==> src/sv/sla_pkg.sv <==
// Shared types, codes and constant tables for the serial line assembler.
`timescale 1ns / 1ps

package sla_pkg;

    // Input beat payload
    typedef struct packed {
        logic [1:0] mode;
        logic [7:0] rx_byte;
        logic [4:0] read_index;
    } in_item_t;

    // Output beat payload
    typedef struct packed {
        logic [7:0] out_byte;
        logic [1:0] out_kind;
        logic       last;
        logic       line_ready;
        logic [5:0] line_length;
    } out_item_t;

    // Item modes
    localparam logic [1:0] MODE_BYTE    = 2'd0;
    localparam logic [1:0] MODE_RELEASE = 2'd1;
    localparam logic [1:0] MODE_READ    = 2'd2;

    // Result kinds
    localparam logic [1:0] KIND_ECHO   = 2'd0;
    localparam logic [1:0] KIND_READ   = 2'd1;
    localparam logic [1:0] KIND_STATUS = 2'd2;

    // Control characters
    localparam logic [7:0] CH_BS = 8'h08;
    localparam logic [7:0] CH_CR = 8'h0D;
    localparam logic [7:0] CH_LF = 8'h0A;
    localparam logic [7:0] CH_SP = 8'h20;

    // Overflow message length and per-item result cap
    localparam int MSG_LEN     = 40;
    localparam int MAX_RESULTS = 40;

    // Characters that go into the line
    function automatic logic is_storable(input logic [7:0] c);
        logic ok;
        ok = ((c >= "0") && (c <= "9")) || ((c >= "a") && (c <= "z")) ||
             ((c >= "A") && (c <= "Z")) || (c == "-") || (c == CH_SP) ||
             (c == ".") || (c == ":") || (c == "?") || (c == "_");
        return ok;
    endfunction

    // Overflow message, CR LF included
    function automatic logic [7:0] msg_byte(input logic [5:0] i);
        logic [7:0] b;
        case (i)
            6'd0:  b = "R";
            6'd1:  b = "e";
            6'd2:  b = "c";
            6'd3:  b = "e";
            6'd4:  b = "i";
            6'd5:  b = "v";
            6'd6:  b = "e";
            6'd7:  b = "d";
            6'd8:  b = CH_SP;
            6'd9:  b = "c";
            6'd10: b = "h";
            6'd11: b = "a";
            6'd12: b = "r";
            6'd13: b = "a";
            6'd14: b = "c";
            6'd15: b = "t";
            6'd16: b = "e";
            6'd17: b = "r";
            6'd18: b = "s";
            6'd19: b = CH_SP;
            6'd20: b = "e";
            6'd21: b = "x";
            6'd22: b = "c";
            6'd23: b = "e";
            6'd24: b = "e";
            6'd25: b = "d";
            6'd26: b = CH_SP;
            6'd27: b = "m";
            6'd28: b = "a";
            6'd29: b = "x";
            6'd30: b = CH_SP;
            6'd31: b = "n";
            6'd32: b = "u";
            6'd33: b = "m";
            6'd34: b = "b";
            6'd35: b = "e";
            6'd36: b = "r";
            6'd37: b = ".";
            6'd38: b = CH_CR;
            6'd39: b = CH_LF;
            default: b = 8'h00;
        endcase
        return b;
    endfunction

endpackage

==> src/sv/serial_line_assembler_with_echo_unit.sv <==
// Results leave via the output register; a line echo reads the line store first. A status
// item gives one beat, a backspace BS SP BS, an overflow the message table one byte per
// cycle unless the output stalls, a line echo each stored character (read, then emitted)
// and then CR LF. Items are taken one at a time, up to 40 results each.
// Reset clears the character count, the line-complete flag and the sequencer; the line
// store is not cleared and holds no valid data until written.
`timescale 1ns / 1ps

module serial_line_assembler_with_echo_unit
    import sla_pkg::*;
#(
    parameter int LINE_CAPACITY = 32
) (
    input  logic      clk,
    input  logic      rst_n,
    input  logic      in_valid,
    output logic      in_ready,
    input  in_item_t  in_data,
    output logic      out_valid,
    input  logic      out_ready,
    output out_item_t out_data
);

    localparam int AW = $clog2(LINE_CAPACITY);

    logic          em_valid;
    logic          em_ready;
    out_item_t     em_data;
    logic          wr_en;
    logic [AW-1:0] wr_addr;
    logic [7:0]    wr_data;
    logic          rd_en;
    logic [AW-1:0] rd_addr;
    logic [7:0]    rd_data;

    // Sequencer
    sla_seq #(
        .LINE_CAPACITY (LINE_CAPACITY),
        .AW            (AW)
    ) u_seq (
        .clk      (clk),
        .rst_n    (rst_n),
        .in_valid (in_valid),
        .in_ready (in_ready),
        .in_data  (in_data),
        .em_valid (em_valid),
        .em_ready (em_ready),
        .em_data  (em_data),
        .wr_en    (wr_en),
        .wr_addr  (wr_addr),
        .wr_data  (wr_data),
        .rd_en    (rd_en),
        .rd_addr  (rd_addr),
        .rd_data  (rd_data)
    );

    // Line store
    sla_line_mem #(
        .DEPTH (LINE_CAPACITY),
        .AW    (AW)
    ) u_mem (
        .clk     (clk),
        .wr_en   (wr_en),
        .wr_addr (wr_addr),
        .wr_data (wr_data),
        .rd_en   (rd_en),
        .rd_addr (rd_addr),
        .rd_data (rd_data)
    );

    // Output register
    sla_out_reg u_out (
        .clk       (clk),
        .rst_n     (rst_n),
        .em_valid  (em_valid),
        .em_ready  (em_ready),
        .em_data   (em_data),
        .out_valid (out_valid),
        .out_ready (out_ready),
        .out_data  (out_data)
    );

endmodule

==> src/sv/sla_line_mem.sv <==
// Line store: one write port, one read port with registered read data.
`timescale 1ns / 1ps

module sla_line_mem #(
    parameter int DEPTH = 32,
    parameter int AW    = 5
) (
    input  logic          clk,
    input  logic          wr_en,
    input  logic [AW-1:0] wr_addr,
    input  logic [7:0]    wr_data,
    input  logic          rd_en,
    input  logic [AW-1:0] rd_addr,
    output logic [7:0]    rd_data
);

    logic [7:0] mem [DEPTH];
    logic [7:0] rd_data_reg;

    // Write stored character
    always_ff @(posedge clk)
    begin
        if (wr_en)
        begin
            mem[wr_addr] <= wr_data;
        end
    end

    // Registered read; hold data between reads
    always_ff @(posedge clk)
    begin
        if (rd_en)
        begin
            rd_data_reg <= mem[rd_addr];
        end
    end

    assign rd_data = rd_data_reg;

endmodule

==> src/sv/sla_out_reg.sv <==
// Output register that parts the sequencer from the result channel.
`timescale 1ns / 1ps

module sla_out_reg
    import sla_pkg::*;
(
    input  logic      clk,
    input  logic      rst_n,
    input  logic      em_valid,
    output logic      em_ready,
    input  out_item_t em_data,
    output logic      out_valid,
    input  logic      out_ready,
    output out_item_t out_data
);

    logic      valid_reg;
    logic      valid_next;
    out_item_t data_reg;

    assign em_ready = !valid_reg || out_ready;

    // Advance when the slot is free or drains this cycle
    always_comb
    begin
        valid_next = valid_reg;
        if (em_ready)
        begin
            valid_next = em_valid;
        end
    end

    always_ff @(posedge clk or negedge rst_n)
    begin
        if (!rst_n)
        begin
            valid_reg <= 1'b0;
        end
        else
        begin
            valid_reg <= valid_next;
        end
    end

    // Load beat
    always_ff @(posedge clk)
    begin
        if (em_ready && em_valid)
        begin
            data_reg <= em_data;
        end
    end

    assign out_valid = valid_reg;
    assign out_data  = data_reg;

endmodule

==> src/sv/sla_seq.sv <==
// Line state and echo sequencer: handles one item, drives the line store.
`timescale 1ns / 1ps

module sla_seq
    import sla_pkg::*;
#(
    parameter int LINE_CAPACITY = 32,
    parameter int AW            = 5
) (
    input  logic          clk,
    input  logic          rst_n,
    input  logic          in_valid,
    output logic          in_ready,
    input  in_item_t      in_data,
    output logic          em_valid,
    input  logic          em_ready,
    output out_item_t     em_data,
    output logic          wr_en,
    output logic [AW-1:0] wr_addr,
    output logic [7:0]    wr_data,
    output logic          rd_en,
    output logic [AW-1:0] rd_addr,
    input  logic [7:0]    rd_data
);

    localparam int PW = (AW > 6) ? AW : 6;
    localparam logic [AW:0] CAP_V  = (AW + 1)'(LINE_CAPACITY);
    localparam logic [7:0]  CAP_8  = 8'(LINE_CAPACITY);
    localparam logic [5:0]  RES_LAST = 6'(MAX_RESULTS - 1);
    localparam logic [5:0]  MSG_LAST = 6'(MSG_LEN - 1);

    localparam logic [3:0] S_IDLE    = 4'd0;
    localparam logic [3:0] S_LINE_RD = 4'd1;
    localparam logic [3:0] S_LINE_EM = 4'd2;
    localparam logic [3:0] S_CR      = 4'd3;
    localparam logic [3:0] S_LF      = 4'd4;
    localparam logic [3:0] S_BS      = 4'd5;
    localparam logic [3:0] S_MSG     = 4'd6;
    localparam logic [3:0] S_STAT    = 4'd7;
    localparam logic [3:0] S_READ    = 4'd8;

    logic [3:0]    state_reg, state_next;
    logic [PW-1:0] pos_reg, pos_next;
    logic [5:0]    res_reg, res_next;
    logic [AW-1:0] count_reg, count_next;
    logic          done_reg, done_next;
    logic          zero_reg, zero_next;

    logic [AW:0]   cnt_inc;
    logic [PW-1:0] pos_inc;
    logic [31:0]   idx_ext;
    logic          nat_last;
    logic          fire;

    assign cnt_inc  = {1'b0, count_reg} + 1'b1;
    assign pos_inc  = pos_reg + 1'b1;
    assign idx_ext  = 32'(in_data.read_index);
    assign in_ready = (state_reg == S_IDLE);
    assign fire     = em_valid && em_ready;

    // Build the beat for the current step
    always_comb
    begin
        em_valid = 1'b0;
        em_data.out_byte = 8'h00;
        em_data.out_kind = KIND_ECHO;
        nat_last = 1'b0;
        unique case (state_reg) inside
            S_IDLE, S_LINE_RD:
            begin
                em_valid = 1'b0;
            end
            S_LINE_EM:
            begin
                em_valid = 1'b1;
                em_data.out_byte = rd_data;
            end
            S_CR:
            begin
                em_valid = 1'b1;
                em_data.out_byte = CH_CR;
            end
            S_LF:
            begin
                em_valid = 1'b1;
                em_data.out_byte = CH_LF;
                nat_last = 1'b1;
            end
            S_BS:
            begin
                em_valid = 1'b1;
                em_data.out_byte = (pos_reg == PW'(1)) ? CH_SP : CH_BS;
                nat_last = (pos_reg == PW'(2));
            end
            S_MSG:
            begin
                em_valid = 1'b1;
                em_data.out_byte = msg_byte(pos_reg[5:0]);
                nat_last = (pos_reg[5:0] == MSG_LAST);
            end
            S_STAT:
            begin
                em_valid = 1'b1;
                em_data.out_kind = KIND_STATUS;
                nat_last = 1'b1;
            end
            S_READ:
            begin
                em_valid = 1'b1;
                em_data.out_byte = zero_reg ? 8'h00 : rd_data;
                em_data.out_kind = KIND_READ;
                nat_last = 1'b1;
            end
            default:
            begin
                em_valid = 1'b0;
            end
        endcase
        em_data.last        = nat_last || (res_reg == RES_LAST);
        em_data.line_ready  = done_reg;
        em_data.line_length = 6'(count_reg);
    end

    // Next state, line state update and store access
    always_comb
    begin
        state_next = state_reg;
        pos_next   = pos_reg;
        res_next   = res_reg;
        count_next = count_reg;
        done_next  = done_reg;
        zero_next  = zero_reg;
        wr_en      = 1'b0;
        wr_addr    = count_reg;
        wr_data    = in_data.rx_byte;
        rd_en      = 1'b0;
        rd_addr    = pos_reg[AW-1:0];

        if (state_reg == S_IDLE)
        begin
            if (in_valid)
            begin
                res_next   = 6'd0;
                pos_next   = '0;
                state_next = S_STAT;
                case (in_data.mode)
                    MODE_BYTE:
                    begin
                        if (!done_reg)
                        begin
                            if (in_data.rx_byte == CH_BS)
                            begin
                                state_next = S_BS;
                                if (count_reg != '0)
                                begin
                                    count_next = count_reg - 1'b1;
                                end
                            end
                            else if (in_data.rx_byte == CH_CR)
                            begin
                                done_next  = 1'b1;
                                state_next = (count_reg == '0) ? S_CR : S_LINE_RD;
                            end
                            else if (is_storable(in_data.rx_byte))
                            begin
                                wr_en = 1'b1;
                                if (cnt_inc == CAP_V)
                                begin
                                    count_next = '0;
                                    state_next = S_MSG;
                                end
                                else
                                begin
                                    count_next = cnt_inc[AW-1:0];
                                end
                            end
                        end
                    end
                    MODE_RELEASE:
                    begin
                        count_next = '0;
                        done_next  = 1'b0;
                    end
                    MODE_READ:
                    begin
                        state_next = S_READ;
                        zero_next  = !({3'b000, in_data.read_index} < CAP_8);
                        rd_en      = 1'b1;
                        rd_addr    = idx_ext[AW-1:0];
                    end
                    default:
                    begin
                        state_next = S_STAT;
                    end
                endcase
            end
        end
        else if (state_reg == S_LINE_RD)
        begin
            // Fetch next stored character
            rd_en      = 1'b1;
            state_next = S_LINE_EM;
        end
        else if (fire)
        begin
            res_next = res_reg + 1'b1;
            pos_next = pos_inc;
            if (em_data.last)
            begin
                state_next = S_IDLE;
            end
            else if (state_reg == S_LINE_EM)
            begin
                state_next = (pos_inc == PW'(count_reg)) ? S_CR : S_LINE_RD;
            end
            else if (state_reg == S_CR)
            begin
                state_next = S_LF;
            end
        end
    end

    always_ff @(posedge clk or negedge rst_n)
    begin
        if (!rst_n)
        begin
            state_reg <= S_IDLE;
            count_reg <= '0;
            done_reg  <= 1'b0;
        end
        else
        begin
            state_reg <= state_next;
            count_reg <= count_next;
            done_reg  <= done_next;
        end
    end

    // Step counters and read flag
    always_ff @(posedge clk)
    begin
        pos_reg  <= pos_next;
        res_reg  <= res_next;
        zero_reg <= zero_next;
    end

endmodule
==> config.mk <==
export PLATFORM = sky130hd
export DESIGN_NAME = serial_line_assembler_with_echo_unit
export DESIGN_NICKNAME = d
export VERILOG_FILES = /design/src/sv/sla_pkg.sv /design/src/sv/serial_line_assembler_with_echo_unit.sv /design/src/sv/sla_line_mem.sv /design/src/sv/sla_out_reg.sv /design/src/sv/sla_seq.sv
export SDC_FILE = /design/constraint.sdc
export NUM_CORES = 1
export LEC_CHECK = 0
export ABC_AREA = 1
export BUFFER_PORTS_ARGS = -buffer_cell sky130_fd_sc_hd__buf_4
export CORE_AREA = 5 5 198 200
export DETAILED_ROUTE_END_ITERATION = 6
export DIE_AREA = 0 0 203 205
export GPL_TIMING_DRIVEN = 0
export SLEW_MARGIN = 20
export SYNTH_ARGS = -nofsm -noshare
export SYNTH_HDL_FRONTEND = slang
export SYNTH_SLANG_ARGS = --single-unit
==> constraint.sdc <==
create_clock -name clk -period 2.3 [get_ports clk]
set_clock_uncertainty 0.05 [all_clocks]
set_input_delay 0.69 -clock clk [delete_from_list [all_inputs] [get_ports clk]]
set_output_delay 0.69 -clock clk [all_outputs]
set_load 0.01 [all_outputs]
; ---- Yosys cells after proc, flatten, opt, wreduce, memory -nomap -nowiden
; Memory sizes are Yosys's and may differ from the RTL's. A register that Yosys moved wholly into a read port is not among the register bits.
; Index checks and enable logic that the tools add are counted.
[op_classes]
eq_ne = 30
n_lt_le_gt_ge = 6
muxes = 55
reduce_logical = 30
addsub = 4
[op_table]
columns = op, count
row1 = $mux 6, 9
row2 = $mux 5, 9
row3 = $mux 4, 11
row4 = $eq 8x6->1 const B, 5
row5 = $pmux 8 s5, 1
row6 = $eq 6x6->1 const B, 3
row7 = $mux 1, 18
row8 = $eq 4x3->1 const B, 4
row9 = $eq 8x4->1 const B, 2
row10 = $ge 8x7->1 const B, 2
row11 = $le 8x7->1 const B, 2
row12 = $add 6x1->6 const B, 2
row13 = $logic_or 1x1->1, 10
row14 = $pmux 5 s2, 1
row15 = $reduce_bool 5->1, 2
row16 = $reduce_and 3->1, 3
row17 = $eq 4x2->1 const B, 2
row18 = $eq 8x7->1 const B, 1
row19 = $ge 8x6->1 const B, 1
row20 = $le 8x6->1 const B, 1
row21 = $pmux 4 s2, 1
row22 = $reduce_and 7->1, 1
row23 = $reduce_or 7->1, 1
row24 = $add 5x1->6 const B, 1
row25 = other kinds (25), 32
[totals]
n_memories = 2
romBits = 448
elab_cells = 138
mem_bits_rw = 256
ff_bits = 40
[memory_table]
columns = name, depth, width, read_ports, rd_clocked_by_memory_dff, write_ports, line
row1 = (name not given), 64, 7, 1, 1, 0, sla_pkg.sv:54  ; case (i)
row2 = u_mem.mem, 32, 8, 1, 1, 1, sla_line_mem.sv:17  ; logic [7:0] mem [DEPTH];

; ---- Depth between registers and ports, before layout
; Gate-level depths: netlist (run 1).
[logic_depth]
word_depth = 19
depth_mapped = 18

; ---- By module
; From an unflattened synthesis (run 1), not the netlist that was laid out.
[hier_totals]
cells_unflattened = 1371
hier_area_um2 = 14320.0
[by_module_without_submodules]
columns = mod, area_each_um2, cells_each, seq_area_each_um2, instances
row1 = sla_line_mem, 10866.7, 922, 7927.6, 1
row2 = sla_seq, 2867.8, 425, 750.7, 1
row3 = sla_out_reg, 585.6, 24, 565.5, 1

; ---- Least setup slack after synthesis (run 1)
; No wires, ideal clock.
[synth_path]
kind = input port to flip-flop
startpoint = input in_data[12] in the netlist's numbering
endpoint = memory u_mem.mem[0][0] (enable)
setup_slack_ns = -0.342
arrival_time_ns = 2.222
cell_stages = 11
path_cell_list = inv_1 > nand2_1 > nor3_1 > nand2_1 > nand3b_1 > nand2_1 > nand2_1 > o21ai_0 > nor3_1 > nand2_1 > nor2_1
[synth_between]
elab_chain_cells = 19
[synth_rtl]
columns = element, line
row1 = start: declaration, serial_line_assembler_with_echo_unit.sv:18  ; input in_item_t in_data,
row2 = $ge 8x6->1 (tied with other cells), sla_pkg.sv:45  ; ok = ((c >= "0") && (c <= "9")) || ((c >= "a") && (c <= "z")) ||
row3 = $logic_and 1x1->1, sla_pkg.sv:45
row4 = $logic_or 1x1->1 (2 in a row), sla_pkg.sv:45
row5 = $logic_or 1x1->1 (3 in a row), sla_pkg.sv:46  ; ((c >= "A") && (c <= "Z")) || (c == "-") || (c == CH_SP) ||
row6 = $logic_or 1x1->1 (3 in a row), sla_pkg.sv:47  ; (c == ".") || (c == ":") || (c == "?") || (c == "_");
row7 = $mux 1, sla_seq.sv:164  ; else if (is_storable(in_data.rx_byte))
row8 = $mux 1, sla_seq.sv:159  ; else if (in_data.rx_byte == CH_CR)
row9 = $mux 1 *, sla_seq.sv:151  ; if (in_data.rx_byte == CH_BS)
row10 = $mux 1 *, sla_seq.sv:149  ; if (!done_reg)
row11 = $mux 1 *, sla_seq.sv:146  ; case (in_data.mode)
row12 = $mux 1 *, sla_seq.sv:141  ; if (in_valid)
row13 = $mux 1 *, sla_seq.sv:139  ; if (state_reg == S_IDLE)
row14 = $mux 1 *, sla_line_mem.sv:23  ; if (wr_en)
row15 = $mux 1 (not written as such) *, sla_line_mem.sv:25  ; mem[wr_addr] <= wr_data;
row16 = end: declaration, sla_line_mem.sv:17
; Mark *: on every way between the ends. The rest lies on a longest branch, timed or not.

; ---- Final worst setup path (run 1)
[layout_path]
startpoint = register u_seq.state_reg[1]
endpoint = register u_mem.rd_data_reg[2], in the netlist u_mem.rd_data[2] (read register of u_mem.mem) (data pin)
[layout_between]
elab_chain_cells = 3
[layout_rtl]
columns = element, line
row1 = start: declaration, sla_seq.sv:42  ; logic [3:0] state_reg, state_next;
row2 = start signal: assignment, sla_seq.sv:233  ; state_reg <= state_next;
row3 = $eq 4x1->1 (no line), -
row4 = $mux 1, sla_seq.sv:198  ; else if (state_reg == S_LINE_RD)
row5 = $mux 1, sla_seq.sv:139
row6 = end: declaration, sla_line_mem.sv:18  ; logic [7:0] rd_data_reg;
; Several ways; a longest one is shown, not always the timed one.
; A chain may end at the register's enable or synchronous reset.

==> impl_metrics.yaml, run 1 <==
status:
  run_status: "complete, but fails checks"
  violations: "setup timing"
sta:
  final_hold_violation_count: 0
  setup_violations: 267
  tightestPinTransition_ns: 0.726
  worst_slew_margin_rel_pct: 51.5
  totalNegativeSetupSlack_ns: -21.72
  drv_slew: 0
  final_cycle_share_pct: 109
  setup_slack_ns: -0.200
  setup_repair_after_global_routing_missed_its_margin: "true"
  finalHoldWorstSlack_ns: 0.325
  fmax_ghz: 0.400
  post-route-min-period_ns: 2.50
clock_network:
  worst_skew_late_latency_ns: 0.57
  cts_inserted_buffers: 31
  tritoncts_num_sinks: 311
  tritoncts: "done"
  clockRootBuffer: "clkbuf_16"
  cts-htree-levels: 1
  max-clock-path-buffers: 3
  clk_pin_slew_worst_paths_ns: 0.06
critical_path:
  critical_path.startpoint_type: "register"
  count_of_buffer_and_inverter_cells_on_the_critical_path: 3
  critical-path-slowest-cell: "dfrtp_2"
  critical_path.cell_chain: "nor2_4 -> nand2_8 -> nor2_8 -> inv_4 -> or2_4 -> o21ai_4 -> buf_12 -> buf_6 -> nand3_1 -> nand3_1 -> nand2_1 -> nand2_2 -> nand2_2"
  critical_path.reg2reg.startpoint: "u_seq.state_reg[1]"
  worst-endpoint-required_ns: 2.56
  critical-path-max-stage-delay_ns: 0.45
  worstPathMaxFanout: 5
  cp-endpoint: "u_mem.rd_data[2]"
  r2r.worst_path.cells: 13
  crit_path_arrival_time_ns: 2.76
  regToRegEndpoint: "u_mem.rd_data[2]"
  critical_path_type: "register to register"
  crit_cells: 13
  ff2ff_setup_slack_ns: -0.20
  startpoint: "u_seq.state_reg[1]"
  cpLargestDelayFamily: "simple AND/OR/NAND/NOR gates"
  worst_setup_path_end_kind: "register"
layout:
  num_antenna_cells: 0
  layout-area-overhead-vs-synth_pct: 28.4
  largest_register_ff_count: 256
  layout.core_utilization_pct: 50.7
  post_layout_nonfiller_instances: 2196
  final_net_count: 1735
  post_route_cells_drive_above_1_share_pct: 22.3
  layout_cell_area_excl_fill_mm2: 0.0189
route:
  wl_mm: 41.6
  drt.antenna.violating_nets: 0
  detail_route.drc_violations: 0
  post_drt_wl_per_cell_um: 19.0
  routed-via-count: 11200
  avgViaCountPerCell: 5.10
  detail_route.first_pass.iterations: 5
  drtIter0Drc: 1062
place:
  post_dp_cell_area_mm2: 0.0159
  io_buffer_count: 37
  place_inst: 2068
  gp_congestion: 0.941
  hpwlAfterDp_mm: 26.6
  post-place-ws_ns: -1.15
synthesis:
  post_synth_instance_area_mm2: 0.0147
  post_synth.cell_area_avg_um2: 9.45
  yosysTopAreaCell: "edfxtp_1"
  synth-warning-count: 0
  synth_seq_cells: 311
  synth_cell_type_count: 37
  yosysSeqAreaShare_pct: 62.6
  netlist.area_leader.share_pct: 59.8
  synth_area_leaders: "edfxtp_1 (60%), nand2_1 (13%), nand3_1 (8.0%)"
  synthesis.instances: 1557
  syn_nets: 1594
global_routing:
  grt_antenna_before_repair: 0
  grt_start_max_net_pins: 40
  first_global_vias: 10600
  grt_pass1_wl_mm: 62.6
  globalRouteOverflowTotal: 0
  gr_usage_total_pct: 19.6
min_path:
  worst_hold_path_type: "input port to register"
floorplanning:
  io-pin-count: 39
  floorplan.rows: 71
  die_width_um: 203
  design.core.area_mm2: 0.0372
  floorplan.die_area_mm2: 0.0416
  die_h_um: 205
  initial_cell_density_of_the_core_pct: 39.5
run:
  drv.max_cap_violation_count: 0
power:
  power_density_mw_per_mm2: 607
  leakagePower_nw: 7.97
  highest_ir_drop_seen_on_vdd_mv: 0.562
  power.total_mw: 11.5
worst register-to-register path, cell delays in order (launching register included):
cell and delay, ns:
dfrtp_2 0.45, nor2_4 0.21, nand2_8 0.11, nor2_8 0.19, inv_4 0.06, or2_4 0.24, o21ai_4 0.17, buf_12 0.18
buf_6 0.13, nand3_1 0.11, nand3_1 0.09, nand2_1 0.09, nand2_2 0.08, nand2_2 0.08
cell usage after synthesis, drive strengths merged:
cell,n
nand2,527
edfxtp,293
nand3,234
inv,230
nor2,87
buf,49
o21ai,36
ha,18
a21oi,12
dfrtp,11
clkbuf,9
xor2,8
dfxtp,7
nand4,7
nor3,6
or2,6
a221o,3
nand3b,3
a22o,2
o211ai,2
xnor2,2
a31oi,1
conb,1
nor4,1
o2111ai,1
o31ai,1
cell usage in the layout (no fill, tap or decap), drive strengths merged, types with 7 or more instances in the layout:
master  synthesis  routed
a21oi          12      12
clkbuf          9      54
buf            49     151
dfxtp           7       7
nand3         234     234
xor2            8       8
nor2           87      88
dfrtp          11      11
edfxtp        293     293
nand4           7       7
clkinv          0      11
o21ai          36      36
ha             18      18
nand2         527     527
inv           230     229
routing by layer:
metal	track usage, %	vias up	wire length, um
met5	0	-	0
met4	5.07	0	1090
met3	2.20	77	2760
met2	33.1	383	20000
met1	27.0	5368	17800
li1	-	5370	-
cell families after synthesis:
family / after synthesis / synth area share, %
fa+ha+maj: 18 / 1.53
other cells: 1 / 0.0255
flops: 311 / 62.6
xor+xnor: 10 / 0.595
compound gates: 58 / 2.26
buf+inv: 288 / 7.96
simple gates: 871 / 25.0
worst min-delay path by stage:
stage,start,endpoint,slack [ns],cells after the start
2_1_floorplan,rst_n,u_out.out_valid,0.34,0
3_3_place_gp,u_seq.wr_addr[3],u_out.out_data[3],0.40,0
3_5_place_dp,u_seq.wr_addr[3],u_out.out_data[3],0.40,0
4_1_cts,in_data[13],u_seq.done_reg,0.30,2
5_1_grt,in_data[13],u_seq.done_reg,0.32,2
6_report,in_data[13],u_seq.done_reg,0.33,2
cell type report:
type | count | area, um2
sequential | 311 | 9220
fill | 3219 | 18300
inverter | 230 | 912
clock buffer | 41 | 813
clock inverter | 16 | 185
tap | 474 | 593
multi-input combinational | 959 | 5340
buffer | 58 | 636
timing repair buffer | 107 | 1190
power breakdown:
group | total [mW] | switching (mW) | internal, mW | leakage, nW
logic | 0.227 | 0.169 | 0.0583 | 4.64
registers | 6.18 | 0.00292 | 6.18 | 2.84
clock network | 5.06 | 2.13 | 2.93 | 0.485
total | 11.5 | 2.31 | 9.16 | 7.97
timing repair:
action                                  4_1_cts  5_1_grt
hold endpoints to repair                     11        0
resized for setup                           201       90
hold buffers                                  1        0
buffers inserted                             39       22
endpoints found under the setup margin      272      272
pin swaps                                    29       37
gates cloned                                  7        4
(Power assumes the default switching activity.)
==> run 2, diff against run 1 <==
--- a/config.mk
+++ b/config.mk
@@ -7,9 +7,9 @@
 export LEC_CHECK = 0
 export ABC_AREA = 1
 export BUFFER_PORTS_ARGS = -buffer_cell sky130_fd_sc_hd__buf_4
-export CORE_AREA = 5 5 198 200
+export CORE_AREA = 2 2 195 197
 export DETAILED_ROUTE_END_ITERATION = 6
-export DIE_AREA = 0 0 203 205
+export DIE_AREA = 0 0 197 199
 export GPL_TIMING_DRIVEN = 0
 export SLEW_MARGIN = 20
 export SYNTH_ARGS = -nofsm -noshare
==> impl_metrics.yaml, run 2 (synthesis results as in run 1) <==
status:
  run_status: "complete, but fails checks"
  violations: "setup timing"
layout:
  final_net_count: 1760
  post_layout_nonfiller_instances: 2223
  num_antenna_cells: 0
  post_route_cells_drive_above_1_share_pct: 23.0
  largest_register_ff_count: 256
  most-common-layout-cells: "nand2_1 (487), edfxtp_1 (293), inv_1 (213), nand3_1 (193), buf_4 (92)"
  layout-area-overhead-vs-synth_pct: 30.2
  layout_cell_area_excl_fill_mm2: 0.0192
  mostFrequentLayoutCell: "nand2_1"
power:
  leakagePower_nw: 8.11
  power_density_mw_per_mm2: 606
  clock_network_fraction_of_design_power_pct: 44.7
  power.net_switching_mw: 2.39
  share_comb_of_total_power_pct: 2.1
  cell_internal_pwr_mw: 9.21
  sw_share_pct: 20.6
  seq_power_share_pct: 53.3
  highest_ir_drop_seen_on_vdd_mv: 0.526
  power.total_mw: 11.6
floorplanning:
  io-pin-count: 39
  die_width_um: 197
  die_h_um: 199
  floorplan.die_area_mm2: 0.0392
  design.core.area_mm2: 0.0371
  initial_cell_density_of_the_core_pct: 39.6
  floorplan.rows: 71
sta:
  fmax_ghz: 0.404
  final_cycle_share_pct: 108
  worst_slew_margin_rel_pct: 48.4
  tightestPinTransition_ns: 0.773
  setup_violations: 206
  setup_repair_after_global_routing_missed_its_margin: "true"
  drv_slew: 0
  setup_slack_ns: -0.177
  post-route-min-period_ns: 2.48
  final_hold_violation_count: 0
global_routing:
  grt_pass1_wl_mm: 62.3
  grt_antenna_before_repair: 1
  globalRouteOverflowTotal: 0
  first_global_vias: 10700
  gr_usage_total_pct: 21.2
  grt_start_max_net_pins: 40
critical_path:
  worst-endpoint-required_ns: 2.51
  critical_path_type: "register to register"
  crit_top_cell: "nand2_1"
  crit_path_arrival_time_ns: 2.68
  worst_setup_path_end_kind: "register"
  critical-path-slowest-cell: "dfrtp_2"
  critical_path.startpoint_type: "register"
  startpoint: "u_seq.state_reg[1]"
  worstPathMaxFanout: 8
  critical-path-max-stage-delay_ns: 0.44
  critical_path.cell_chain: "nor2_4 -> nand2_4 -> nor2_8 -> inv_4 -> or2_4 -> o21ai_4 -> buf_4 -> buf_6 -> nand3_1 -> nand3_2 -> nand2_1 -> nand2_1 -> nand2_2"
  critical_path.reg2reg.startpoint: "u_seq.state_reg[1]"
route:
  drt.antenna.violating_nets: 0
  routed-via-count: 11200
  drtIter0Drc: 1126
  wl_mm: 42.2
  avgViaCountPerCell: 5.06
  post_drt_wl_per_cell_um: 19.0
  detail_route.drc_violations: 0
  detail_route.first_pass.iterations: 5
place:
  gp_congestion: 0.904
  io_buffer_count: 37
  hpwlAfterDp_mm: 26.2
  post_dp_cell_area_mm2: 0.0159
  place_inst: 2068
clock_network:
  cts_inserted_buffers: 34
  clockRootBuffer: "clkbuf_16"
  worst_skew_late_latency_ns: 0.53
  tritoncts_num_sinks: 311
  clk_pin_slew_worst_paths_ns: 0.06
  cts-htree-levels: 2
  max-clock-path-buffers: 3
  tritoncts: "done"
min_path:
  worst_hold_path_type: "input port to register"
  holdCritStartpoint: "in_data[13]"
run:
  drv.max_cap_violation_count: 0
-- run 2: changes by cell type in the layout (fill, tap and decap cells not counted), moves of 3 or more --
cell / previous run / this run
clkbuf_16: 34 / 41
clkbuf_1: 13 / 9
nand3_1: 181 / 193
buf_6: 36 / 30
buf_8: 13 / 19
nand3_4: 10 / 5
buf_4: 76 / 92
nand3_2: 43 / 36
clkinv_1: 4 / 7
-- run 2: metrics by stage --
stage	hold WS, ns	setup TNS, ns	worst slack (ns)	util [%]
after global placement	0.404	-278.62	-1.07	43.0
after detailed placement	0.383	-293.96	-1.14	43.0
final	0.369	-5.12	-0.177	51.6
after global routing	0.369	-19.05	-0.222	51.6
after floorplan	0.344	-48.40	-0.209	-
after CTS	0.349	-6.01	-0.0792	49.0
-- run 2: power groups by stage --
| stage | Combinational [mW] | Clock, mW | Sequential [mW] |
|---|---|---|---|
| after floorplan | 0.0622 | 0 | 6.30 |
| after global placement | 0.207 | 0 | 6.30 |
| after detailed placement | 0.211 | 0 | 6.30 |
| after CTS | 0.227 | 5.26 | 6.18 |
| after global routing | 0.261 | 5.49 | 6.18 |
| final | 0.239 | 5.18 | 6.18 |
-- run 2: routing by layer --
metal | global-route usage, % | routed length (um)
met3 | 2.63 | 2670
met1 | 29.0 | 18100
met5 | 0 | 0
met4 | 6.18 | 1110
met2 | 35.5 | 20300
-- run 2: timing repair --
action	4_1_cts	5_1_grt
gates cloned	3	8
gates resized for setup	156	132
endpoints found under the setup margin	272	276
hold buffers	1	0
pin swaps	32	53
setup buffers	57	25
endpoints found under the hold margin	11	0
-- run 2: final cells by class --
cell class	count	area (um2)
clock inverters	22	180
well taps	474	593
flip-flops and latches	311	9220
plain buffers	58	644
clock buffers	40	873
fillers	3250	18000
repair buffers	130	1480
inverters	230	921
multi-input cells	958	5250
-- run 2: worst max-delay path: cells and delay by family (launching register included) --
kind | cells | cell delay (ns)
AO/OA/AOI/OAI | 1 | 0.15
AND/OR/NAND/NOR | 9 | 1.20
flip-flops | 1 | 0.44
buffers and inverters | 3 | 0.35
-- run 2: path summary, 6_finish.rpt --
check                                      to  slack, ns  cells after the start
setup / recovery             u_mem.rd_data[2]      -0.18                     13
max in group asynchronous  u_seq.state_reg[0]       1.55                      2
setup reg to reg             u_mem.rd_data[2]      -0.18                     13
hold reg to reg             u_out.out_data[3]       0.40                      0
hold / removal                 u_seq.done_reg       0.37                      2
min in group asynchronous     u_out.out_valid       0.48                      2
==> run 3, diff against run 2 <==
--- a/config.mk
+++ b/config.mk
@@ -7,11 +7,13 @@
 export LEC_CHECK = 0
 export ABC_AREA = 1
 export BUFFER_PORTS_ARGS = -buffer_cell sky130_fd_sc_hd__buf_4
-export CORE_AREA = 2 2 195 197
+export CORE_AREA = 2 2 193 195
 export DETAILED_ROUTE_END_ITERATION = 6
-export DIE_AREA = 0 0 197 199
+export DIE_AREA = 0 0 195 197
 export GPL_TIMING_DRIVEN = 0
+export RECOVER_POWER = 50
 export SLEW_MARGIN = 20
 export SYNTH_ARGS = -nofsm -noshare
 export SYNTH_HDL_FRONTEND = slang
+export SYNTH_HIERARCHICAL = 1
 export SYNTH_SLANG_ARGS = --single-unit
==> impl_metrics.yaml, run 3 <==
floorplanning:
  io-pin-count: 39
  floorplan.rows: 70
  die_width_um: 195
  floorplan.die_area_mm2: 0.0384
  initial_cell_density_of_the_core_pct: 39.5
  die_h_um: 197
  design.core.area_mm2: 0.0363
route:
  avgViaCountPerCell: 5.21
  detail_route.drc_violations: 0
  post_drt_wl_per_cell_um: 19.8
  routed-via-count: 10500
  drt.antenna.violating_nets: 0
  detail_route.first_pass.iterations: 5
  drtIter0Drc: 760
  wl_mm: 40.0
layout:
  largest_register_ff_count: 256
  layout.core_utilization_pct: 51.5
  most-common-layout-cells: "nand2_1 (415), edfxtp_1 (294), nand3_1 (155), nand3_2 (82), buf_4 (80)"
  nFillCells: 3137
  num_antenna_cells: 0
  layout-area-overhead-vs-synth_pct: 30.4
  layout_cell_area_excl_fill_mm2: 0.0187
  mostFrequentLayoutCell: "nand2_1"
  post_route_cells_drive_above_1_share_pct: 30.2
  final_net_count: 1560
place:
  hpwlAfterDp_mm: 25.0
  io_buffer_count: 37
  gp_congestion: 0.913
  post-place-ws_ns: -1.07
  post_dp_cell_area_mm2: 0.0155
power:
  power.net_switching_mw: 2.42
  seq_power_share_pct: 52.1
  cell_internal_pwr_mw: 9.51
  power_density_mw_per_mm2: 639
  highest_ir_drop_seen_on_vdd_mv: 0.796
  share_comb_of_total_power_pct: 2.0
  leakagePower_nw: 7.15
  clock_network_fraction_of_design_power_pct: 45.9
  sw_share_pct: 20.3
critical_path:
  ff2ff_setup_slack_ns: -0.27
  worst-endpoint-required_ns: 2.51
  critical-path-max-stage-delay_ns: 0.42
  worst_setup_path_end_kind: "register"
  worstPathMaxFanout: 10
  cpLargestDelayFamily: "simple AND/OR/NAND/NOR gates"
  critical-path-slowest-cell: "dfrtp_2"
  count_of_buffer_and_inverter_cells_on_the_critical_path: 5
  critical_path_type: "register to register"
  critical_path.cell_chain: "nor2_4 -> nand2_8 -> nor3_4 -> buf_4 -> clkbuf_4 -> o21ai_0 -> buf_4 -> buf_12 -> buf_4 -> nand3_1 -> nand2_2 -> nand2_2 -> nand2_2 -> nand2_4 -> nand2_2"
  critical_path.startpoint_type: "register"
  crit_top_cell: "nand2_2"
  crit_path_arrival_time_ns: 2.78
global_routing:
  first_global_vias: 10100
  grt_pass1_wl_mm: 59.5
  globalRouteOverflowTotal: 0
  gr_usage_total_pct: 20.6
  met2_usage_pct: 35.0
  grt_antenna_before_repair: 1
  grt_start_max_net_pins: 33
  met1_usage_pct: 25.8
  use_met3_pct: 3.64
  grt-busiest-layer: "met2"
synthesis:
  synth_most_common_cell: "nand2_1"
  post_synth_instance_area_mm2: 0.0143
  synth_commonest_cells: "nand2_1 (476), edfxtp_1 (294), nand3_1 (242)"
  synthesis.instances: 1371
  dominantRegCellSynth: "edfxtp_1"
  synth_enable_flop_cells: 294
  synth_cell_type_count: 44
  proportion_of_synthesized_flip_flops_having_asynchronous_set_or_reset_pct: 3.53
  synth-warning-count: 6
  post_synth.cell_area_avg_um2: 10.4
  yosysSeqAreaShare_pct: 64.6
  yosysTopAreaCell: "edfxtp_1"
  syn_nets: 1406
  netlist.area_leader.share_pct: 61.7
  synth_area_leaders: "edfxtp_1 (62%), nand2_1 (12%), nand3_1 (8.5%)"
  synth_seq_cells: 312
sta:
  setup_violations: 271
  tightestPinTransition_ns: 1.78
  fmax_ghz: 0.389
  final_cycle_share_pct: 112
  finalHoldWorstSlack_ns: 0.362
  totalNegativeSetupSlack_ns: -33.86
  drv_slew: 132
  post-route-min-period_ns: 2.57
  setup_repair_after_global_routing_missed_its_margin: "true"
  final_hold_violation_count: 0
  worst_slew_margin_rel_pct: -18.8
  setup_slack_ns: -0.268
clock_network:
  cts_inserted_buffers: 35
  clockRootBuffer: "clkbuf_16"
  tritoncts: "done"
  max-clock-path-buffers: 3
  tritoncts_num_sinks: 312
  clk_pin_slew_worst_paths_ns: 0.06
  worst_skew_late_latency_ns: 0.53
  cts-htree-levels: 2
run:
  drv.max_cap_violation_count: 4
status:
  run_status: "complete, but fails checks"
  violations: "capacitance limit, slew limit, setup timing"
min_path:
  worst_hold_path_type: "input port to register"
run 3: cell families (layout without fill, tap and decap cells):
kind of cell             after synthesis  after routing  synth area share [%]
buffers and inverters                144            324                  5.85
flip-flops                           312            312                  64.6
adder cells (fa/ha/maj)               16             16                  1.40
XOR/XNOR                              11             11                 0.673
AO/OA/AOI/OAI                         58             58                  2.43
AND/OR/NAND/NOR                      829            829                  25.1
other                                  1              1                0.0262
run 3: layer usage:
| metal | routed length [um] | up-vias |
|---|---|---|
| met2 | 19400 | 383 |
| li1 | - | 5008 |
| met5 | 13 | - |
| met3 | 2530 | 105 |
| met4 | 1750 | 2 |
| met1 | 16300 | 5012 |
run 3: power by group through the flow:
stage,clock network (mW),logic (mW),registers [mW]
after floorplan,0,0.122,6.33
after global placement,0,0.225,6.33
after detailed placement,0,0.228,6.33
after CTS,5.57,0.237,6.21
after global routing,5.77,0.260,6.22
final,5.47,0.242,6.22
run 3: worst reg2reg max path, cell delays in order, from the launching register on:
cell and delay [ns]:
dfrtp_2 0.42, nor2_4 0.20, nand2_8 0.08, nor3_4 0.14, buf_4 0.15, clkbuf_4 0.14, o21ai_0 0.10, buf_4 0.19
buf_12 0.14, buf_4 0.19, nand3_1 0.12, nand2_2 0.08, nand2_2 0.09, nand2_2 0.09, nand2_4 0.09, nand2_2 0.05
run 3: layout make-up:
type / count / area (um2) / share of cell area [%]
well taps: 468 / 586 / 3.14
inverters: 71 / 298 / 1.59
repair buffers: 117 / 1320 / 7.07
clock buffers: 43 / 937 / 5.02
flip-flops and latches: 312 / 9250 / 49.5
clock inverters: 20 / 189 / 1.01
plain buffers: 73 / 757 / 4.05
multi-input cells: 915 / 5340 / 28.6
run 3: timing repair:
action,in CTS,in global routing
pin swaps,66,27
setup endpoints to repair,271,275
cloned,3,1
setup buffers,64,10
hold endpoints to repair,11,0
gates resized for setup,161,134
hold buffers,1,0
run 3: final timing paths:
| path | from | endpoint | depth (start not counted) |
|---|---|---|---|
| min in group asynchronous | rst_n | u_seq/wr_addr[4] | 2 |
| worst min register to register | register | u_out/out_data[16] | 1 |
| worst min-delay path | in_data[13] | u_seq/done_reg | 2 |
| max in group asynchronous | rst_n | u_seq/state_reg[0] | 2 |
| worst max-delay path | u_seq/state_reg[0] | u_mem/rd_data[3] | 15 |
| worst max register to register | u_seq/state_reg[0] | u_mem/rd_data[3] | 15 |
run 3: metrics by stage:
stage               total power [mW]  instances
floorplan                       6.45       1371
global placement                6.56       1876
detailed placement              6.56       1877
CTS                             12.0       2008
global route                    12.2       2019
finish                          11.9       2019
